`src/cbm_pkg.sv`:
```
// Shared types and constants for the cartridge bank mapper.
`default_nettype none

package cbm_pkg;

  typedef enum logic [1:0] {
    KIND_HIGH_WRITE = 2'd0,
    KIND_LOW_WRITE  = 2'd1,
    KIND_TICK       = 2'd2,
    KIND_RESET      = 2'd3
  } kind_t;

  typedef enum logic [1:0] {
    CFG_PRG_BANK_COUNT = 2'd0,
    CFG_CHR_BANK_COUNT = 2'd1,
    CFG_FOUR_SCREEN    = 2'd2
  } cfg_index_t;

  typedef logic [3:0][7:0] prg_banks_t;
  typedef logic [7:0][7:0] chr_banks_t;
  typedef logic [5:0][7:0] chr_sel_t;
  typedef logic [1:0][7:0] sel_pair_t;

  typedef struct packed {
    kind_t       kind;
    logic [15:0] address;
    logic [7:0]  write_data;
    logic [8:0]  scanline;
    logic        render_enabled;
  } item_t;

  typedef struct packed {
    logic [31:0] prg_slots;
    logic [63:0] chr_slots;
    logic        mirror_horizontal;
    logic        irq_pulse;
  } result_t;

  typedef struct packed {
    logic [8:0] prg_bank_count;
    logic [8:0] chr_bank_count;
    logic       four_screen;
  } cfg_t;

  // Register addresses on the CPU bus.
  localparam logic [15:0] ADDR_BANK_SELECT = 16'h8000;
  localparam logic [15:0] ADDR_BANK_DATA   = 16'h8001;
  localparam logic [15:0] ADDR_EXT_ENABLE  = 16'h8003;
  localparam logic [15:0] ADDR_MIRROR      = 16'hA000;
  localparam logic [15:0] ADDR_IRQ_COUNT   = 16'hC000;
  localparam logic [15:0] ADDR_IRQ_RELOAD  = 16'hC001;
  localparam logic [15:0] ADDR_IRQ_OFF_A   = 16'hE000;
  localparam logic [15:0] ADDR_IRQ_ON_A    = 16'hE001;
  localparam logic [15:0] ADDR_IRQ_OFF_B   = 16'hE002;
  localparam logic [15:0] ADDR_IRQ_ON_B    = 16'hE003;
  localparam logic [15:0] ADDR_EXT_MODE    = 16'h5000;

  localparam logic [7:0] CTRL_FORCE_SLOT1  = 8'h2A;
  localparam logic [7:0] CTRL_FORCE_SLOT2  = 8'h28;
  localparam logic [7:0] FORCED_BANK1      = 8'h0F;
  localparam logic [7:0] FORCED_BANK2      = 8'h17;
  localparam logic [8:0] LAST_VISIBLE_LINE = 9'd239;

  localparam logic [8:0] PRG_COUNT_RESET = 9'd16;
  localparam logic [8:0] CHR_COUNT_RESET = 9'd128;

  localparam chr_sel_t CHR_SEL_INIT = {8'd7, 8'd6, 8'd5, 8'd4, 8'd2, 8'd0};

endpackage

`default_nettype wire

```
`src/cbm_in_reg.sv`:
```
// Input register holding one accepted transaction until the core takes it.
`default_nettype none

module cbm_in_reg (
  input  wire logic          clk,
  input  wire logic          rst,
  input  wire logic          in_valid,
  output logic               in_ready,
  input  wire cbm_pkg::item_t item_in,
  input  wire logic          take,
  output logic               held_valid,
  output cbm_pkg::item_t     held_item
);

  assign in_ready = !held_valid || take;

  always_ff @(posedge clk) begin
    if (rst) begin
      held_valid <= 1'b0;
    end else if (in_ready) begin
      held_valid <= in_valid;
    end
  end

  always_ff @(posedge clk) begin
    if (in_valid && in_ready) begin
      held_item <= item_in;
    end
  end

endmodule

`default_nettype wire

```
`src/cbm_cfg_regs.sv`:
```
// Configuration registers written through the plain write port.
`default_nettype none

module cbm_cfg_regs (
  input  wire logic       clk,
  input  wire logic       rst,
  input  wire logic       cfg_write_enable,
  input  wire logic [1:0] cfg_index,
  input  wire logic [8:0] cfg_data,
  output cbm_pkg::cfg_t   cfg
);

  always_ff @(posedge clk) begin
    if (rst) begin
      cfg.prg_bank_count <= cbm_pkg::PRG_COUNT_RESET;
      cfg.chr_bank_count <= cbm_pkg::CHR_COUNT_RESET;
      cfg.four_screen    <= 1'b0;
    end else if (cfg_write_enable) begin
      unique case (cbm_pkg::cfg_index_t'(cfg_index))
        cbm_pkg::CFG_PRG_BANK_COUNT: cfg.prg_bank_count <= cfg_data;
        cbm_pkg::CFG_CHR_BANK_COUNT: cfg.chr_bank_count <= cfg_data;
        cbm_pkg::CFG_FOUR_SCREEN:    cfg.four_screen    <= cfg_data[0];
        default: ;
      endcase
    end
  end

endmodule

`default_nettype wire

```
`src/cbm_core.sv`:
```
// Mapper state and its update for one transaction.
`default_nettype none

module cbm_core (
  input  wire logic           clk,
  input  wire logic           rst,
  input  wire logic           take,
  input  wire cbm_pkg::item_t item,
  input  wire cbm_pkg::cfg_t  cfg,
  output cbm_pkg::result_t    result
);

  localparam logic [8:0] PRG_LBO_RESET_W  = cbm_pkg::PRG_COUNT_RESET - 9'd2;
  localparam logic [8:0] PRG_LAST_RESET_W = cbm_pkg::PRG_COUNT_RESET - 9'd1;
  localparam logic [7:0] PRG_LBO_RESET    = PRG_LBO_RESET_W[7:0];
  localparam logic [7:0] PRG_LAST_RESET   = PRG_LAST_RESET_W[7:0];

  logic [7:0]          bank_control, bank_control_next;
  logic                extended_enable, extended_enable_next;
  logic [7:0]          extended_mode, extended_mode_next;
  cbm_pkg::sel_pair_t  prg_select, prg_select_next;
  cbm_pkg::sel_pair_t  ext_prg_select, ext_prg_select_next;
  cbm_pkg::chr_sel_t   chr_select, chr_select_next;
  cbm_pkg::prg_banks_t prg_slot, prg_slot_next;
  cbm_pkg::chr_banks_t chr_slot, chr_slot_next;
  logic                mirror_mode, mirror_mode_next;
  logic                irq_enable, irq_enable_next;
  logic [7:0]          irq_count, irq_count_next;
  logic [7:0]          irq_reload, irq_reload_next;
  logic                pulse;

  logic [7:0] last_but_one;
  logic [7:0] last_bank;
  logic       has_chr;
  logic [2:0] which;
  logic [7:0] low_base;

  function automatic cbm_pkg::chr_banks_t refresh_chr(input logic [7:0] ctrl,
                                                      input cbm_pkg::chr_sel_t sel);
    logic [3:0][7:0]     lo;
    logic [3:0][7:0]     hi;
    cbm_pkg::chr_banks_t r;
    lo = {sel[1] + 8'd1, sel[1], sel[0] + 8'd1, sel[0]};
    hi = {sel[5], sel[4], sel[3], sel[2]};
    if (ctrl[7]) begin
      r = {lo, hi};
    end else begin
      r = {hi, lo};
    end
    return r;
  endfunction

  function automatic cbm_pkg::prg_banks_t refresh_prg(input logic [7:0] ctrl,
                                                      input cbm_pkg::sel_pair_t sel,
                                                      input logic [7:0] lbo,
                                                      input logic [7:0] lb);
    cbm_pkg::prg_banks_t r;
    if (ctrl[6]) begin
      r = {lb, sel[0], sel[1], lbo};
    end else begin
      r = {lb, lbo, sel[1], sel[0]};
    end
    return r;
  endfunction

  assign last_but_one = cfg.prg_bank_count[7:0] - 8'd2;
  assign last_bank    = cfg.prg_bank_count[7:0] - 8'd1;
  assign has_chr      = (cfg.chr_bank_count != 9'd0);
  assign which        = bank_control[2:0];

  always_comb begin
    bank_control_next    = bank_control;
    extended_enable_next = extended_enable;
    extended_mode_next   = extended_mode;
    prg_select_next      = prg_select;
    ext_prg_select_next  = ext_prg_select;
    chr_select_next      = chr_select;
    prg_slot_next        = prg_slot;
    chr_slot_next        = chr_slot;
    mirror_mode_next     = mirror_mode;
    irq_enable_next      = irq_enable;
    irq_count_next       = irq_count;
    irq_reload_next      = irq_reload;
    pulse                = 1'b0;
    low_base             = 8'd0;

    if (take) begin
      unique case (item.kind)
        cbm_pkg::KIND_HIGH_WRITE: begin
          unique case (item.address)
            cbm_pkg::ADDR_BANK_SELECT: begin
              extended_enable_next = 1'b0;
              bank_control_next    = item.write_data;
              if (has_chr) begin
                chr_slot_next = refresh_chr(item.write_data, chr_select);
              end
            end
            cbm_pkg::ADDR_BANK_DATA: begin
              if (extended_enable) begin
                if (bank_control == cbm_pkg::CTRL_FORCE_SLOT1) begin
                  prg_slot_next[1] = cbm_pkg::FORCED_BANK1;
                end
                if (bank_control == cbm_pkg::CTRL_FORCE_SLOT2) begin
                  prg_slot_next[2] = cbm_pkg::FORCED_BANK2;
                end
              end else if (which <= 3'd5) begin
                if (has_chr) begin
                  chr_select_next[which] = (which <= 3'd1) ?
                                           {item.write_data[7:1], 1'b0} : item.write_data;
                  chr_slot_next = refresh_chr(bank_control, chr_select_next);
                end
              end else begin
                // Extended mode with bits 7 and 5 set locks the normal PRG selects.
                if (!(extended_mode[7] && extended_mode[5])) begin
                  prg_select_next[which[0]] = item.write_data;
                  prg_slot_next = refresh_prg(bank_control, prg_select_next,
                                              last_but_one, last_bank);
                end
                ext_prg_select_next[which[0]] = item.write_data;
              end
            end
            cbm_pkg::ADDR_EXT_ENABLE: begin
              extended_enable_next = 1'b1;
              if (item.write_data[7:4] == 4'd0) begin
                prg_slot_next[2] = last_but_one;
              end
            end
            cbm_pkg::ADDR_MIRROR: begin
              if (!cfg.four_screen) begin
                mirror_mode_next = item.write_data[0];
              end
            end
            cbm_pkg::ADDR_IRQ_COUNT:  irq_count_next  = item.write_data;
            cbm_pkg::ADDR_IRQ_RELOAD: irq_reload_next = item.write_data;
            cbm_pkg::ADDR_IRQ_OFF_A,
            cbm_pkg::ADDR_IRQ_OFF_B:  irq_enable_next = 1'b0;
            cbm_pkg::ADDR_IRQ_ON_A,
            cbm_pkg::ADDR_IRQ_ON_B:   irq_enable_next = 1'b1;
            default: ;
          endcase
        end
        cbm_pkg::KIND_LOW_WRITE: begin
          if (item.address == cbm_pkg::ADDR_EXT_MODE) begin
            if (item.write_data[7]) begin
              if (item.write_data[5]) begin
                // 32 KiB mode: four consecutive banks from an even 16 KiB pair.
                low_base = {2'b00, item.write_data[4:1], 2'b00};
                prg_slot_next = {low_base + 8'd3, low_base + 8'd2,
                                 low_base + 8'd1, low_base};
              end else begin
                low_base = {2'b00, item.write_data[4:0], 1'b0};
                prg_slot_next[1] = low_base;
                prg_slot_next[2] = low_base + 8'd1;
              end
            end else begin
              prg_slot_next = {last_bank, last_but_one,
                               ext_prg_select[1], ext_prg_select[0]};
            end
            extended_mode_next = item.write_data;
          end
        end
        cbm_pkg::KIND_TICK: begin
          if (irq_enable && item.render_enabled &&
              item.scanline <= cbm_pkg::LAST_VISIBLE_LINE) begin
            if (irq_count == 8'd0) begin
              irq_count_next = irq_reload;
              pulse          = 1'b1;
            end else begin
              irq_count_next = irq_count - 8'd1;
            end
          end
        end
        cbm_pkg::KIND_RESET: begin
          bank_control_next = 8'd0;
          prg_select_next   = {8'd1, 8'd0};
          if (has_chr) begin
            chr_select_next = cbm_pkg::CHR_SEL_INIT;
            chr_slot_next   = refresh_chr(8'd0, cbm_pkg::CHR_SEL_INIT);
          end else begin
            chr_select_next = '0;
          end
          ext_prg_select_next  = {8'd1, 8'd0};
          extended_enable_next = 1'b0;
          extended_mode_next   = 8'd0;
          prg_slot_next        = refresh_prg(8'd0, {8'd1, 8'd0}, last_but_one, last_bank);
          irq_enable_next      = 1'b0;
          irq_count_next       = 8'd0;
          irq_reload_next      = 8'd0;
        end
        default: ;
      endcase
    end
  end

  always_comb begin
    result.prg_slots         = prg_slot_next;
    result.chr_slots         = chr_slot_next;
    result.mirror_horizontal = mirror_mode_next;
    result.irq_pulse         = pulse;
  end

  always_ff @(posedge clk) begin
    if (rst) begin
      bank_control    <= 8'd0;
      extended_enable <= 1'b0;
      extended_mode   <= 8'd0;
      prg_select      <= {8'd1, 8'd0};
      ext_prg_select  <= {8'd1, 8'd0};
      chr_select      <= cbm_pkg::CHR_SEL_INIT;
      prg_slot        <= {PRG_LAST_RESET, PRG_LBO_RESET, 8'd1, 8'd0};
      chr_slot        <= {8'd7, 8'd6, 8'd5, 8'd4, 8'd3, 8'd2, 8'd1, 8'd0};
      mirror_mode     <= 1'b0;
      irq_enable      <= 1'b0;
      irq_count       <= 8'd0;
      irq_reload      <= 8'd0;
    end else begin
      bank_control    <= bank_control_next;
      extended_enable <= extended_enable_next;
      extended_mode   <= extended_mode_next;
      prg_select      <= prg_select_next;
      ext_prg_select  <= ext_prg_select_next;
      chr_select      <= chr_select_next;
      prg_slot        <= prg_slot_next;
      chr_slot        <= chr_slot_next;
      mirror_mode     <= mirror_mode_next;
      irq_enable      <= irq_enable_next;
      irq_count       <= irq_count_next;
      irq_reload      <= irq_reload_next;
    end
  end

endmodule

`default_nettype wire

```
`src/cbm_out_reg.sv`:
```
// Result register that holds one transaction until the consumer takes it.
`default_nettype none

module cbm_out_reg (
  input  wire logic             clk,
  input  wire logic             rst,
  input  wire logic             load,
  input  wire cbm_pkg::result_t result_in,
  output logic                  out_free,
  output logic                  out_valid,
  input  wire logic             out_ready,
  output cbm_pkg::result_t      result_q
);

  assign out_free = !out_valid || out_ready;

  always_ff @(posedge clk) begin
    if (rst) begin
      out_valid <= 1'b0;
    end else if (out_free) begin
      out_valid <= load;
    end
  end

  always_ff @(posedge clk) begin
    if (load) begin
      result_q <= result_in;
    end
  end

endmodule

`default_nettype wire

```
`src/cartridge_bank_mapper_with_scanline_irq.sv`:
```
// Top level of the cartridge bank mapper with scanline interrupt counter.
`default_nettype none

// A bank mapper for a game cartridge in the style of an extended MMC3. Each
// input transaction is a CPU write to the 0x8000-0xFFFF register space, a
// write to the extended mode register at 0x5000, a scanline tick, or a mapper
// reset, chosen by kind. For every input transaction exactly one result
// transaction follows, carrying the four 8 KiB PRG slot banks, the eight
// 1 KiB CHR slot banks, the mirroring and a one-transaction interrupt pulse,
// all as they stand after that input. Bank numbers are raw 8-bit values;
// masking to the ROM size is up to the consumer. The block takes one
// transaction per clock cycle while the output is not stalled. An accepted
// input is held in the input register; the mapper state updates and the
// result register loads from it together, once the result register is free.
// Stalls on the output hold the input register and then drop in_ready, so
// nothing is lost. The configuration registers (PRG bank count, CHR bank
// count, four-screen flag) must be written only while the block is idle;
// the block itself does not enforce this. They take effect at the next bank
// refresh or mirroring write, not immediately.
module cartridge_bank_mapper_with_scanline_irq (
  input  wire logic        clk,
  input  wire logic        rst,

  input  wire logic        cfg_write_enable,
  input  wire logic [1:0]  cfg_index,
  input  wire logic [8:0]  cfg_data,

  input  wire logic        in_valid,
  output logic             in_ready,
  input  wire logic [1:0]  kind,
  input  wire logic [15:0] address,
  input  wire logic [7:0]  write_data,
  input  wire logic [8:0]  scanline,
  input  wire logic        render_enabled,

  output logic             out_valid,
  input  wire logic        out_ready,
  output logic [31:0]      prg_slots,
  output logic [63:0]      chr_slots,
  output logic             mirror_horizontal,
  output logic             irq_pulse
);

  cbm_pkg::item_t   item_in;
  cbm_pkg::item_t   held_item;
  cbm_pkg::cfg_t    cfg;
  cbm_pkg::result_t core_result;
  cbm_pkg::result_t result_q;
  logic             held_valid;
  logic             out_free;
  logic             take;

  assign item_in.kind           = cbm_pkg::kind_t'(kind);
  assign item_in.address        = address;
  assign item_in.write_data     = write_data;
  assign item_in.scanline       = scanline;
  assign item_in.render_enabled = render_enabled;

  // The held transaction is processed in the cycle the result register can
  // take its result, so state updates and results stay in lockstep.
  assign take = held_valid && out_free;

  cbm_in_reg u_in_reg (
    .clk       (clk),
    .rst       (rst),
    .in_valid  (in_valid),
    .in_ready  (in_ready),
    .item_in   (item_in),
    .take      (take),
    .held_valid(held_valid),
    .held_item (held_item)
  );

  cbm_cfg_regs u_cfg_regs (
    .clk             (clk),
    .rst             (rst),
    .cfg_write_enable(cfg_write_enable),
    .cfg_index       (cfg_index),
    .cfg_data        (cfg_data),
    .cfg             (cfg)
  );

  cbm_core u_core (
    .clk   (clk),
    .rst   (rst),
    .take  (take),
    .item  (held_item),
    .cfg   (cfg),
    .result(core_result)
  );

  cbm_out_reg u_out_reg (
    .clk      (clk),
    .rst      (rst),
    .load     (take),
    .result_in(core_result),
    .out_free (out_free),
    .out_valid(out_valid),
    .out_ready(out_ready),
    .result_q (result_q)
  );

  assign prg_slots         = result_q.prg_slots;
  assign chr_slots         = result_q.chr_slots;
  assign mirror_horizontal = result_q.mirror_horizontal;
  assign irq_pulse         = result_q.irq_pulse;

  // Input backpressure only happens when both stages are full and stalled.
  assert property (@(posedge clk) disable iff (rst)
    !in_ready |-> (held_valid && out_valid && !out_ready))
    else $error("in_ready low without a full, stalled pipeline");

  // A processed transaction always shows up in the result register next cycle.
  assert property (@(posedge clk) disable iff (rst)
    take |=> out_valid)
    else $error("processed transaction did not reach the result register");

  // A held transaction that is not processed must stay put.
  assert property (@(posedge clk) disable iff (rst)
    (held_valid && !take) |=> (held_valid && $stable(held_item)))
    else $error("held transaction changed or vanished before processing");

  // Only scanline ticks can raise the interrupt pulse.
  assert property (@(posedge clk) disable iff (rst)
    (take && core_result.irq_pulse) |-> (held_item.kind == cbm_pkg::KIND_TICK))
    else $error("interrupt pulse from a transaction that is not a tick");

endmodule

`default_nettype wire
```
`config.mk`:
```
export PLATFORM = sky130hd
export DESIGN_NAME = cartridge_bank_mapper_with_scanline_irq
export DESIGN_NICKNAME = d
export VERILOG_FILES = /design/src/cbm_pkg.sv /design/src/cbm_in_reg.sv /design/src/cbm_cfg_regs.sv /design/src/cbm_core.sv /design/src/cbm_out_reg.sv /design/src/cartridge_bank_mapper_with_scanline_irq.sv
export SDC_FILE = /design/constraint.sdc
export NUM_CORES = 1
export LEC_CHECK = 0
export BUFFER_PORTS_ARGS = -buffer_cell sky130_fd_sc_hd__buf_2
export CAP_MARGIN = 20
export CORE_AREA = 2 2 186 188
export DETAILED_ROUTE_END_ITERATION = 10
export DIE_AREA = 0 0 188 190
export PLACE_DENSITY_LB_ADDON = 0.25
export SLEW_MARGIN = 10
export SYNTH_ARGS = -nofsm -noshare
export SYNTH_HDL_FRONTEND = slang
export SYNTH_HIERARCHICAL = 1
export SYNTH_SLANG_ARGS = --single-unit
```
`constraint.sdc`:
```
create_clock -name clk -period 15.1 [get_ports clk]
set_clock_uncertainty 0.2 [all_clocks]
set_input_delay 3.775 -clock clk [delete_from_list [all_inputs] [get_ports clk]]
set_output_delay 3.775 -clock clk [all_outputs]
set_load 0.05 [all_outputs]
```
Yosys cells after proc, flatten, opt, wreduce, memory -nomap -nowiden
Index checks and enable logic that the tools add are counted.

storage, ports and cells
  bits in registers = 365
  RAM bits = 0
  output and inout port bits = 100
  word-level logic and storage cells = 197
  latch bits = 0
  memories kept = 0
  ROM bits = 0
  bits of input ports = 52

cells by class
  bitwise logic cells = 0
  order comparisons = 7
  shift operators = 0
  reduce and logical (&&, ||, !) cells = 34
  add/sub/neg operators = 11
  divide/modulo/power cells = 0
  multiplexer cells = 71
  $mul = 0
  eq/ne operators = 31

operators with widths
  kind                  number
  $mux 64               8
  $pmux 64 s2           2
  $mux 48               4
  $eq 16x16->1 const B  10
  $mux 32               5
  $mux 16               9
  $mux 8                16
  $pmux 32 s3           1
  $pmux 48 s2           1
  $pmux 16 s2           2
  $pmux 8 s2            4
  $bwmux 48             1
  $mux 43               1
  $add 8x1->8 const B   4
  $bwmux 16             2
  $demux 8 s3           1
  $mux 24               1
  $pmux 8 s3            1
  $eq 16x15->1 const B  1
  $eq 8x6->1 const B    2
  $sub 8x1->8 const B   2
  $mux 15               1
  $reduce_and 3->1      5
  $add 6x1->7 const B   2
  31 further kinds      68

Longest topological paths before layout
Gate-level depths: netlist of the first run.

  depth in word-level cells = 13
  mapped depth = 12
  depth with buffers taken out = 10

By module
Netlist of the first run, hierarchy kept.

by module, submodules not included
  module                                   area each (um^2)  cells an instance  instances
  cbm_core                                 13415.4           1742               1
  cbm_out_reg                              2989.1            102                1
  cbm_in_reg                               1136.1            41                 1
  cbm_cfg_regs                             815.8             78                 1
  cartridge_bank_mapper_with_scanline_irq  6.3               1                  1

Least setup slack after synthesis of the first run
Ideal clock, no wire load.

  path kind = input-to-output
  start = input out_ready
  end = output in_ready
  setup slack = 4.268 ns
  arrival = 6.857 ns
  cell stages on the path = 3
  cell sequence = nand2b_4 > and2_1 > nand2b_4

on the way
  word-level cells in the longest chain between the ends = 3

ends and longest elaborated chain
  item               line                                           RTL
  start, declared    cartridge_bank_mapper_with_scanline_irq.sv:37  input wire logic out_ready,
  $logic_or 1x1->1   cbm_out_reg.sv:15                              assign out_free = !out_valid || out_ready;
  $logic_and 1x1->1  cartridge_bank_mapper_with_scanline_irq.sv:61  assign take = held_valid && out_free;
  net take           cartridge_bank_mapper_with_scanline_irq.sv:51  logic take;
  $logic_or 1x1->1   cbm_in_reg.sv:15                               assign in_ready = !held_valid || take;
  end, declared      cartridge_bank_mapper_with_scanline_irq.sv:29  output logic in_ready,

The timed path passes the listed nets, and every way through them passes these cells.

Worst setup path in the final report of the first run
  start = input out_ready
  end = output in_ready

on the way
  word-level cells in the longest chain between the ends = 3

ends and longest elaborated chain
  item               line                                           RTL
  $logic_or 1x1->1   cbm_out_reg.sv:15
  net out_free       cartridge_bank_mapper_with_scanline_irq.sv:50  logic out_free;
  $logic_and 1x1->1  cartridge_bank_mapper_with_scanline_irq.sv:61
  net take           cartridge_bank_mapper_with_scanline_irq.sv:51
  $logic_or 1x1->1   cbm_in_reg.sv:15

The timed path passes the listed nets, and every way through them passes these cells.

==> results of run 1 <==
==> area by class of cell <==
cell class	instances	share of cell area
Inverter	64	0.0116
Multi-Input combinational cell	1395	0.436
Clock buffer	49	0.0535
Timing Repair Buffer	181	0.0492
Clock inverter	22	0.0160
Antenna cell	1	0.000121
Sequential cell	355	0.406
Tap cell	455	0.0275
==> flip-flops by register name, indices dropped and copies added, names as in the netlist <==
register	count
u_out_reg/result_q	98
u_core/chr_slot	64
u_core/chr_select	48
u_core/prg_slot	32
u_in_reg/held_item	32
u_cfg_regs/cfg	18
u_core/ext_prg_select	16
u_core/prg_select	16
u_core/bank_control	8
u_core/irq_count	8
u_core/irq_reload	8
u_core/extended_mode	2
u_core/extended_enable	1
u_core/irq_enable	1
u_core/mirror_mode	1
u_in_reg/held_valid	1
u_out_reg/out_valid	1
==> report_power, final <==
part | switching [mW] | leakage, nW | internal (mW)
clock network | 0.408 | 0.692 | 0.649
registers | 0.0203 | 3.06 | 1.02
logic | 0.184 | 4.01 | 0.0667
total | 0.612 | 7.76 | 1.74
==> cells in the final DEF (no fill, tap or decap), drive strengths merged, types with 27 or more instances in the layout <==
cell,count
dfxtp,225
nand2,217
buf,180
nor2,147
edfxtp,130
o21ai,112
mux2i,109
a21oi,94
inv,65
nand3,61
nand2b,49
clkbuf,49
and2,44
nor3,41
a22oi,36
o32ai,36
mux2,34
a22o,27
==> per-stage QoR <==
step / util / power (mW) / setup WS [ns]
2_1_floorplan: - / 1.23 / 4.27
3_3_place_gp: 0.566 / 1.31 / 5.95
3_5_place_dp: 0.567 / 1.31 / 5.93
4_1_cts: 0.609 / 2.36 / 5.93
5_1_grt: 0.610 / 2.42 / 5.86
6_report: 0.610 / 2.35 / 5.96
==> critical path, delay by kind of cell <==
family	cells	cell delay [ns]
AND/OR/NAND/NOR	3	1.05
buffers and inverters	2	0.33
==> path summary, 6_finish.rpt <==
kind                            start             endpoint  slack [ns]  depth (start not counted)
hold / removal    u_core/chr_slot[21]  u_core/chr_slot[21]        0.26                          2
setup / recovery            out_ready             in_ready        5.96                          5
setup reg to reg  u_out_reg/out_valid  u_core/chr_slot[53]       10.56                          8
hold reg to reg   u_core/chr_slot[21]  u_core/chr_slot[21]        0.26                          2
==> layer usage <==
metal  GRT usage  wire [um]
met1       0.386      22800
met2       0.549      28200
met3      0.0485       4200
met4       0.201       3700
met5           0          0
==> results.toml, run 1 <==
[status]
outcome = "completed"

[grt]
antenna_found_initial = 1
grt_usage = 0.323
grt_pass1_wl_um = 89900
grt_pass1_vias = 15766
grt_max_degree = 122
grt_remaining_overflow = 0

[power]
power_density_nw_per_um2 = 114
p_leak_nw = 7.76
ir_worst_vdd_mv = 0.0893

[min_path]
hold_path.class = "reg -> reg"

[sta]
max_clock_freq_mhz = 109
setup_viol = 0
rsz0062_at_grt = "no"
setup_tns_ns = 0
fin_crit_sh = 0.606
finalCriticalPeriod_ns = 9.14
worstMarginPinSlew_ns = 1.18
relSlewSlack = 0.206
slew_viol_final = 0
timing.hold.ws_ns = 0.259
hold_violations = 0

[cells_and_area]
final_cells = 2522
num-fill-cells = 2933
multi_input_area_sq_um = 9030
nets = 2100
drive_gt1_frac = 0.159
register_area_sq_um = 8410
design_area_sq_um = 20700
syn_to_final_growth_pct = 13.7

[setup_path]
crit_slowest_cell = "and2_4"
cp.arrival_ns = 5.17
cp_max_fo = 60
path_class = "in -> out"
critPathLaunchType = "primary input"
crit_required_ns = 11.12
critPathCaptureType = "output pin"
worstPathCellList = "buf_2 -> nand2b_4 -> and2_4 -> nand2b_4 -> buf_2"
critPathMaxStageDelay_ns = 0.65

[drt]
via_count = 16210
wl_per_cell_um = 23.3
ant_nets = 0
post-route-drc-count = 0
drt_iter0_markers = 1644
firstDrtPassIters = 6
wirelength_um = 58900
drt-vias-per-instance = 6.43

[clocking]
cts_resized = 0
clk_latency_ns = 0.55
htreeDepth = 2
cts-root-buf = "clkbuf_16"
cts.clk_slew.worst_paths_ns = 0.06
cts_tree = "done"
ctsLongestPathBuffers = 3
cts_num_sinks = 355
numCtsBuffers = 39
holdBufCountCts = 0
cts_setup_buffers = 0

[synthesis]
synth_area_sq_um = 18200
synth_nets = 2021
syn_avg_cell_area_sq_um = 9.30
syn_inst = 1957
ys_warn_count = 6

[place]
place_congestion = 0.951
placed_area_sq_um = 19200
dp_cells = 2448
port_buffers = 147
dp_hpwl_um = 39900

[floorplan]
core-area_sq_um = 33900
die_height_um = 190
die-width_um = 188
num_io_pins = 152
start_util = 0.536
die-area_sq_um = 35700
num_rows = 68

[run]
maxCapViolCount = 0
Note: power is estimated with default switching activity, not from simulation.
==> run 2: changes to the inputs <==
--- a/config.mk
+++ b/config.mk
@@ -5,11 +5,12 @@
 export SDC_FILE = /design/constraint.sdc
 export NUM_CORES = 1
 export LEC_CHECK = 0
+export ABC_AREA = 1
 export BUFFER_PORTS_ARGS = -buffer_cell sky130_fd_sc_hd__buf_2
 export CAP_MARGIN = 20
-export CORE_AREA = 2 2 186 188
+export CORE_AREA = 2 2 190 192
 export DETAILED_ROUTE_END_ITERATION = 10
-export DIE_AREA = 0 0 188 190
+export DIE_AREA = 0 0 192 194
 export PLACE_DENSITY_LB_ADDON = 0.25
 export SLEW_MARGIN = 10
 export SYNTH_ARGS = -nofsm -noshare
==> constraint.sdc (replaced) <==
create_clock -name clk -period 8.6 [get_ports clk]
set_clock_uncertainty 0.2 [all_clocks]
set_input_delay 2.15 -clock clk [delete_from_list [all_inputs] [get_ports clk]]
set_output_delay 2.15 -clock clk [all_outputs]
set_load 0.05 [all_outputs]
==> run 2 against run 1 <==
Utilization shrank 1.4 points. Highest routed layer is now met5. Worst hold slack hardly changed. Synthesized cell count rose by 33%. Largest power group is now sequential cells.
==> results.toml, run 2 <==
[sta]
finalCriticalPeriod_ns = 5.93
fin_crit_sh = 0.690
rsz0062_at_grt = "no"
setup_viol = 0
slew_viol_final = 0
relSlewSlack = 0.311
hold_violations = 0
worstMarginPinSlew_ns = 1.03
setup_tns_ns = 0
max_clock_freq_mhz = 169

[clocking]
cts.clk_slew.worst_paths_ns = 0.06
clk_latency_ns = 0.57
cts_tree = "done"
htreeDepth = 2
cts_num_sinks = 355
ctsLongestPathBuffers = 3
cts-root-buf = "clkbuf_16"
cts_setup_buffers = 0
numCtsBuffers = 38
cts_resized = 0
holdBufCountCts = 0

[synthesis]
syn_inst = 2596
synth_nets = 2660
synth_area_sq_um = 18900
syn_avg_cell_area_sq_um = 7.30
ys_warn_count = 6

[cells_and_area]
nets = 2721
final_cell_mix = "nand2_1, o21ai_0, inv_1"
drive_gt1_frac = 0.112
final_common_cell = "nand2_1"
diodes = 0
biggestRegsByFlops = "u_out_reg/result_q: 98 flops, u_core/chr_slot: 64 flops, u_core/chr_select: 48 flops"
largest_reg_flops = 98
syn_to_final_growth_pct = 10.9
top_register = "u_out_reg/result_q"

[min_path]
hold_path.class = "reg -> reg"

[status]
outcome = "completed"

[power]
p_int_mw = 3.00
clockPowerShare = 0.403
p_seq_frac = 0.444
switching_share = 0.295
p_switching_mw = 1.26
ir_worst_vdd_mv = 0.159
p_leak_nw = 9.31
combPwrFrac = 0.154
power_mw = 4.26
power_density_nw_per_um2 = 203

[grt]
grt_max_degree = 79
grt_remaining_overflow = 0
grt_pass1_wl_um = 93200
antenna_found_initial = 1
grt_usage = 0.319
grt_pass1_vias = 17332

[drt]
wl_per_cell_um = 18.9
post-route-drc-count = 0
wl_met3_um = 4960
via_count = 18342
drt_iter0_markers = 2015
drt-vias-per-instance = 5.83
dr_wl_met2_um = 27400
ant_nets = 0
firstDrtPassIters = 6
met1_length_um = 23900
wirelength_um = 59600
dr.max_layer_used = "met5"

[place]
port_buffers = 147
dp_hpwl_um = 39400
place_congestion = 0.950

[floorplan]
die_height_um = 194
num_rows = 69
die-width_um = 192
start_util = 0.538
core-area_sq_um = 35200
die-area_sq_um = 37200
num_io_pins = 152

[setup_path]
critPathLaunchType = "primary input"
path_class = "in -> reg"
cp_max_fo = 53
r2r_slack_ns = 3.96
crit_required_ns = 8.71
cp.arrival_ns = 6.04
critPathCaptureType = "register"

[run]
maxCapViolCount = 0
==> run 2: path summary, 6_finish.rpt <==
| check | startpoint | endpoint | cells after the start |
|---|---|---|---|
| worst max-delay path | out_ready | u_out_reg/result_q[36] | 14 |
| worst min-delay path | u_core/bank_control[3] | u_core/bank_control[3] | 2 |
| worst max register to register | u_in_reg/held_valid | u_out_reg/result_q[36] | 11 |
| worst min register to register | u_core/bank_control[3] | u_core/bank_control[3] | 2 |
==> run 2: layout make-up <==
class	instances	area (sq um)
clock inverters	22	264
multi-input cells	1839	8870
clock buffers	48	1030
fillers	3222	14200
repair buffers	165	873
inverters	258	973
well taps	461	577
flip-flops and latches	355	8410
==> run 2: power by group through the flow <==
stage | clock network [mW] | registers, mW | logic [mW]
floorplan | 0 | 2.00 | 0.385
global placement | 0 | 1.92 | 0.628
detailed placement | 0 | 1.92 | 0.638
CTS | 1.74 | 1.89 | 0.642
global route | 1.80 | 1.90 | 0.714
finish | 1.71 | 1.89 | 0.654
==> run 2: worst max-delay path: stages <==
cell     delay, ns
buf_2         0.07
inv_1         0.03
nand2_2       0.06
nand2_1       0.08
inv_4         0.52
inv_2         0.19
nor2_8        0.45
inv_2         0.33
nor2_2        0.87
inv_1         0.66
o21ai_0       0.23
o31ai_1       0.09
a21oi_1       0.20
inv_1         0.06
==> run 2: metal layers <==
metal | global-route usage | vias to the layer above
li1 | - | 8769
met1 | 0.404 | 8461
met2 | 0.517 | 904
met3 | 0.0485 | 206
met4 | 0.180 | 2
met5 | 0 | -
==> run 2: per-stage QoR <==
stage	area [sq um]	hold WS, ns	setup slack (ns)	utilization	cells
final	21000	0.259	2.67	0.596	3148
after global routing	21000	0.283	2.45	0.596	3148
after CTS	21000	0.261	2.79	0.596	3148
after detailed placement	19700	0.252	2.29	0.559	3078
after global placement	19700	0.239	2.27	0.559	3078
after floorplan	18900	0.230	1.57	-	2596
